===== src/inorm_pkg.sv =====
package inorm_pkg;

  localparam int unsigned MaxCountDefault = 65536;

  localparam int unsigned SampleW = 16;
  localparam int unsigned SumW    = 33;
  localparam int unsigned SqSumW  = 47;
  localparam int unsigned ScaleW  = 32;
  localparam int unsigned OffsetW = 48;
  localparam int unsigned AluW    = 64;
  localparam int unsigned EpsW    = 16;
  localparam int unsigned AddrW   = 3;
  localparam int unsigned DataW   = 32;

  // 64 passes for multiply and divide, 32 for the square root
  localparam logic [5:0] LongPasses = 6'd63;
  localparam logic [5:0] RootPasses = 6'd31;

  typedef enum logic [1:0] {
    OP_ACCUM = 2'd0,
    OP_FINAL = 2'd1,
    OP_NORM  = 2'd2,
    OP_NONE  = 2'd3
  } op_t;

  typedef enum logic [2:0] {
    ALU_MUL  = 3'b001,
    ALU_DIV  = 3'b010,
    ALU_SQRT = 3'b100
  } alu_op_t;

  typedef struct packed {
    logic    start;
    alu_op_t op;
  } alu_req_t;

  typedef enum logic [0:0] {
    REG_EPSILON = 1'b0,
    REG_AFFINE  = 1'b1
  } reg_idx_t;

endpackage


===== src/inorm_alu.sv =====
module inorm_alu (
  input  logic                      clk,
  input  logic                      rst,
  input  inorm_pkg::alu_req_t       req,
  input  logic [inorm_pkg::AluW-1:0] a,
  input  logic [inorm_pkg::AluW-1:0] b,
  output logic                      done,
  output logic [inorm_pkg::AluW-1:0] res
);

  logic                      busy;
  logic [5:0]                cnt;
  inorm_pkg::alu_op_t        op_r;
  logic [inorm_pkg::AluW-1:0] acc;
  logic [inorm_pkg::AluW-1:0] opa;
  logic [inorm_pkg::AluW-1:0] opb;
  logic [inorm_pkg::AluW-1:0] rem;

  logic [inorm_pkg::AluW:0]   div_r2;
  logic                       div_ge;
  logic [inorm_pkg::AluW:0]   div_rem_next;
  logic [inorm_pkg::AluW-1:0] sq_sum;
  logic                       sq_ge;
  logic [inorm_pkg::AluW-1:0] mul_sum;

  always_comb begin
    div_r2       = {rem, opa[inorm_pkg::AluW-1]};
    div_ge       = div_r2 >= {1'b0, opb};
    div_rem_next = div_ge ? div_r2 - {1'b0, opb} : div_r2;
    sq_sum       = acc + opb;
    sq_ge        = opa >= sq_sum;
    mul_sum      = acc + opa;
  end

  always_ff @(posedge clk) begin
    if (rst) begin
      busy <= 1'b0;
      done <= 1'b0;
      cnt  <= '0;
    end else begin
      done <= 1'b0;
      if (req.start) begin
        busy <= 1'b1;
        cnt  <= (req.op == inorm_pkg::ALU_SQRT) ? inorm_pkg::RootPasses
                                                 : inorm_pkg::LongPasses;
      end else if (busy) begin
        cnt <= cnt - 6'd1;
        if (cnt == '0) begin
          busy <= 1'b0;
          done <= 1'b1;
        end
      end
    end
  end

  always_ff @(posedge clk) begin
    if (req.start) begin
      op_r <= req.op;
      acc  <= '0;
      rem  <= '0;
      opa  <= a;
      case (req.op)
        inorm_pkg::ALU_SQRT: opb <= {2'b01, {(inorm_pkg::AluW-2){1'b0}}};
        default:             opb <= b;
      endcase
    end else if (busy) begin
      case (op_r)
        inorm_pkg::ALU_MUL: begin
          if (opb[0]) acc <= mul_sum;
          opa <= opa << 1;
          opb <= opb >> 1;
        end
        inorm_pkg::ALU_DIV: begin
          rem <= div_rem_next[inorm_pkg::AluW-1:0];
          acc <= {acc[inorm_pkg::AluW-2:0], div_ge};
          opa <= opa << 1;
        end
        inorm_pkg::ALU_SQRT: begin
          if (sq_ge) begin
            opa <= opa - sq_sum;
            acc <= (acc >> 1) + opb;
          end else begin
            acc <= acc >> 1;
          end
          opb <= opb >> 2;
        end
        default: acc <= acc;
      endcase
    end
  end

  assign res = acc;

endmodule


===== config.mk =====
export PLATFORM = sky130hd
export DESIGN_NAME = inorm_alu
export DESIGN_NICKNAME = d
export VERILOG_FILES = /design/src/inorm_pkg.sv /design/src/inorm_alu.sv
export SDC_FILE = /design/constraint.sdc
export NUM_CORES = 1
export LEC_CHECK = 0
export ABC_AREA = 0
export BUFFER_PORTS_ARGS = -buffer_cell sky130_fd_sc_hd__clkbuf_2
export CORE_MARGIN = 2
export CORE_UTILIZATION = 55
export CTS_CLUSTER_SIZE = 14
export DETAILED_ROUTE_END_ITERATION = 16
export PLACE_DENSITY_LB_ADDON = 0.12
export SYNTH_ARGS = -nofsm -noshare
export SYNTH_HDL_FRONTEND = slang
export SYNTH_SLANG_ARGS = --single-unit

===== constraint.sdc =====
create_clock -name clk -period 20.5 [get_ports clk]
set_input_delay 3.075 -clock clk [delete_from_list [all_inputs] [get_ports clk]]
set_output_delay 3.075 -clock clk [all_outputs]
set_load 0.01 [all_outputs]

==> results by stage <==
Run status:
- The run finished with clean final reports.

Place:
- The congestion estimate from routability-driven global placement came to 1.001.
- The worst slack after detailed placement is 12.56 ns.
- The count of buffers added on input and output ports is 198.
- The number of placed cells counting well taps is 5058.
- Summed over all nets, the half-perimeter wirelength after detailed placement is 87950 microns.

Layout:
- The final instance count without filler cells is 5124.
- Leaving out fill and tap cells, the most frequent cell in the layout is a21oi_1.
- The share of layout cells above drive strength 1 is 8.672%.
- After the last flow step, the layout net total stands at 4789.
- Leaving out fill and tap cells, the most frequent cells in the layout are a21oi_1, nand2_1, o21ai_0, nor2_1, ha_1.
- The diode insertion count for antenna repair is 0.
- From synthesis to final layout, the design area changed by 7.121%.

Detailed routing:
- The initial detailed-routing violation count is 3116.
- After detailed routing, the number of vias per cell comes to 6.477.
- The first TritonRoute pass finished after 5 iterations.
- The detail route stage leaves a number of antenna-violating nets equal to 0.
- The total wirelength of the detailed-routed design is 112500 microns.
- Detailed routing inserted a total of 33190 vias.
- The DRC violation count after routing is 0.
- In the final routed layout, each cell accounts on average for 21.95 microns.

Setup path:
- Walking the worst path, the cells encountered are inv_1 > fa_1 > nand2b_1 > a21o_1 > a31oi_1 > a211o_1 > a31oi_1 > o31ai_1 > a21oi_2 > o21ai_2 > a21oi_1 > a21oi_1 > or3b_2 > ha_1 > nand4_1 > nor2_1 > nand3_1 > o41ai_4 > buf_4 > nand3_1 > o211ai_1 > a31o_4.
- The largest individual stage delay along the critical path comes from the cell a31o_4.
- The worst setup path is launched from a flop.
- The endpoint identified for the worst register-to-register timing path is opa[55].
- The worst register-to-register path begins at res[1].
- Along the worst path, the maximum fanout reaches 64.
- The reg2reg setup slack is 12.50 ns.
- The worst reg-to-reg path cell count is 22.
- The highest cell delay on the worst timing path is 0.78 ns.
- The endpoint type of the worst setup path is a flop.
- Data on the critical path is required at its endpoint by 20.67 ns.
- The data arrival time of the worst path is 8.17 ns.
- The class of the most critical setup path is flop to flop.

CTS:
- The clock slew seen by the registers of the worst setup and hold paths is 0.06 ns.
- In this run, post-CTS repair resized a total of 0 instances.
- CTS placed an instance of clkbuf_16 at the clock tree root.
- The number of sinks driven by the clock tree is 267.
- Clock tree synthesis inserted a total of 36 buffers.
- The count of buffers added by post-CTS timing repair for setup is 0.
- Counting along the longest clock path gives a buffer depth of 3.
- TritonCTS built the clock tree.
- The hold buffer count at CTS is 0.
- The worst-skew pair later-pin latency is 0.59 ns.
- The number of levels in the clock H-tree is 2.

Global route:
- The number of antenna violations at the first check in global routing is 0.
- The maximum number of pins on one net before global-route repair is 92.
- The global-route usage over all layers is 35.99%.
- The total overflow left after global routing is 0.
- The first global-routing pass estimated 172400 microns of wire.
- The number of global-route vias before repair is 30470.

Logic synthesis:
- Yosys printed 0 warnings.
- The count of distinct cell types in the synthesized netlist is 103.
- The post-synthesis async set-or-reset flop share is 0%.
- The mean instance size in the synthesized netlist is 7.436 sq um.
- The number of enable-type register cells in the synthesized netlist is 131.
- Counting every instance in the synthesized netlist gives 4341.
- The cell area after technology mapping is 0.03228 sq mm.
- The main flop type after synthesis is dfxtp_1.
- The net count after synthesis is 4799.
- Synthesis inferred 267 register bits.
- Sequential cells were found to cover 20.62% of the synthesized design area.

Power and ir drop:
- The total power of the final layout is 2.676 mW.
- The power per unit of standard cell area is 77.40 mW/mm^2.
- For this design the static power due to leakage is 15.34 nW.
- Across the VDD grid, the largest voltage drop is 0.00007723 V.

Die:
- The starting density of the core is 55.84%.
- 199 I/O pins were placed.
- The overall die area is 0.06064 sq mm.
- The floorplan has 88 rows.
- In this run the horizontal extent of the chip is 246.3 microns.
- The core region area is 0.05781 sq mm.
- The die is 246.3 microns tall.

Timing:
- The time the worst path needs with I/O delays and setup is 7.998 ns.
- The post-route setup TNS is 0 ns.
- The count of final max-slew check failures is 0.
- The number of hold violations in the final report was 0.
- At the pin with the least slew margin, the transition time is 1.122 ns.
- Setup repair after global routing left no endpoint under its margin.
- The final critical path takes up 39.02% of the cycle.
- The worst setup skew after layout is 0.03220 ns.
- The hold slack is 0.4847 ns.
- The worst slew margin relative to its limit is 25.14%.
- Static timing analysis puts the maximum clock frequency at 125.0 MHz.
- Setup violations remaining at the end of the flow were counted as 0.
- The post-layout worst setup margin is 12.50 ns.

Min path:
- The classification of the worst-slack hold path is flop to flop.
- The worst hold path startpoint is rem[20].
- The number of cells on the worst hold path is 2.
- The path with the worst hold slack has its endpoint at rem[20].

Flow run:
- The tool flagged a number of max-cap violations equal to 0.
-- where the power goes --
| group | internal, mW | leakage (nW) | switching, mW |
|---|---|---|---|
| clock | 0.390 | 0.583 | 0.285 |
| combinational | 0.491 | 12.3 | 0.805 |
| sequential | 0.617 | 2.42 | 0.0891 |
| total | 1.50 | 15.3 | 1.18 |
-- critical path, delay by kind of cell (launching register included) --
| family | cells | cell delay, ns |
|---|---|---|
| compound gates | 12 | 3.76 |
| fa+ha+maj | 2 | 0.89 |
| buf+inv | 2 | 0.75 |
| flops | 1 | 0.44 |
| simple gates | 6 | 1.49 |
-- logic make-up (layout without fill, tap and decap cells) --
kind of cell	count (synthesis)	count (layout)	synth area share (%)
and+or+nand+nor	1310	1310	18.49
muxes	52	52	1.729
xor gates and xnor gates	284	284	7.706
adders and majority gates	324	324	12.68
AOI/OAI and AO/OA	1676	1676	33.50
DFF	267	267	20.62
buffers and inverters	428	446	5.283
-- worst max-delay path by stage --
stage | startpoint | end | slack, ns | depth (start not counted)
3_5_place_dp | opb[1] | opa[63] | 12.56 | 22
5_1_grt | res[0] | opa[54] | 12.01 | 26
3_3_place_gp | opb[1] | opa[52] | 12.68 | 22
2_1_floorplan | res[1] | opa[0] | 13.79 | 26
4_1_cts | opb[1] | opa[55] | 12.55 | 22
6_report | res[1] | opa[55] | 12.50 | 22
-- routing by layer --
metal | GRT usage, % | vias up | wire (microns)
met3 | 6.590 | 176 | 11060
met4 | 11.04 | 0 | 3470
met1 | 53.66 | 15550 | 52440
met5 | 0 | - | 0
li1 | - | 16080 | -
met2 | 51.96 | 1383 | 45480
-- area by class of cell --
class | count | area (sq um)
multi-input cells | 3646 | 23990
fillers | 5590 | 23230
flip-flops and latches | 267 | 6656
repair buffers | 219 | 1157
clock buffers | 46 | 969.7
well taps | 765 | 957.2
inverters | 161 | 605.6
clock inverters | 20 | 240.2
-- through the flow --
stage	area, sq um	utilization (%)
3_3_place_gp	33370	57.72
2_1_floorplan	32280	-
3_5_place_dp	33370	57.72
5_1_grt	34580	59.82
6_report	34580	59.82
4_1_cts	34580	59.82
-- registers in the layout, summed over array words and instances, names as in the netlist --
signal,cells
busy,1
opb,64
opa,64
done,1
op_r,3
res,64
rem,64
cnt,6
-- synthesized netlist by cell type, drive strengths merged (22+ instances only) --
library cell | number | area [sq um]
a211oi | 48 | 385.4
a21boi | 22 | 165.2
a21o | 214 | 1607
a21oi | 535 | 2689
a221oi | 62 | 579.3
a311oi | 56 | 490.5
a31oi | 53 | 331.6
and2 | 31 | 193.9
and3 | 44 | 275.3
buf | 48 | 276.5
clkbuf | 219 | 824.5
dfxtp | 136 | 2723
edfxtp | 131 | 3934
ha | 319 | 3991
inv | 161 | 604.3
mux2 | 30 | 337.8
mux2i | 22 | 220.2
nand2 | 518 | 1947
nand2b | 28 | 175.2
nand3 | 69 | 345.3
nand4 | 101 | 631.9
nor2 | 344 | 1294
nor2b | 27 | 168.9
nor3 | 73 | 370.4
o211ai | 28 | 215.2
o21a | 44 | 330.3
o21ai | 386 | 1939
o21bai | 67 | 503.0
xnor2 | 172 | 1506
xor2 | 112 | 980.9
(Power assumes the default switching activity.)
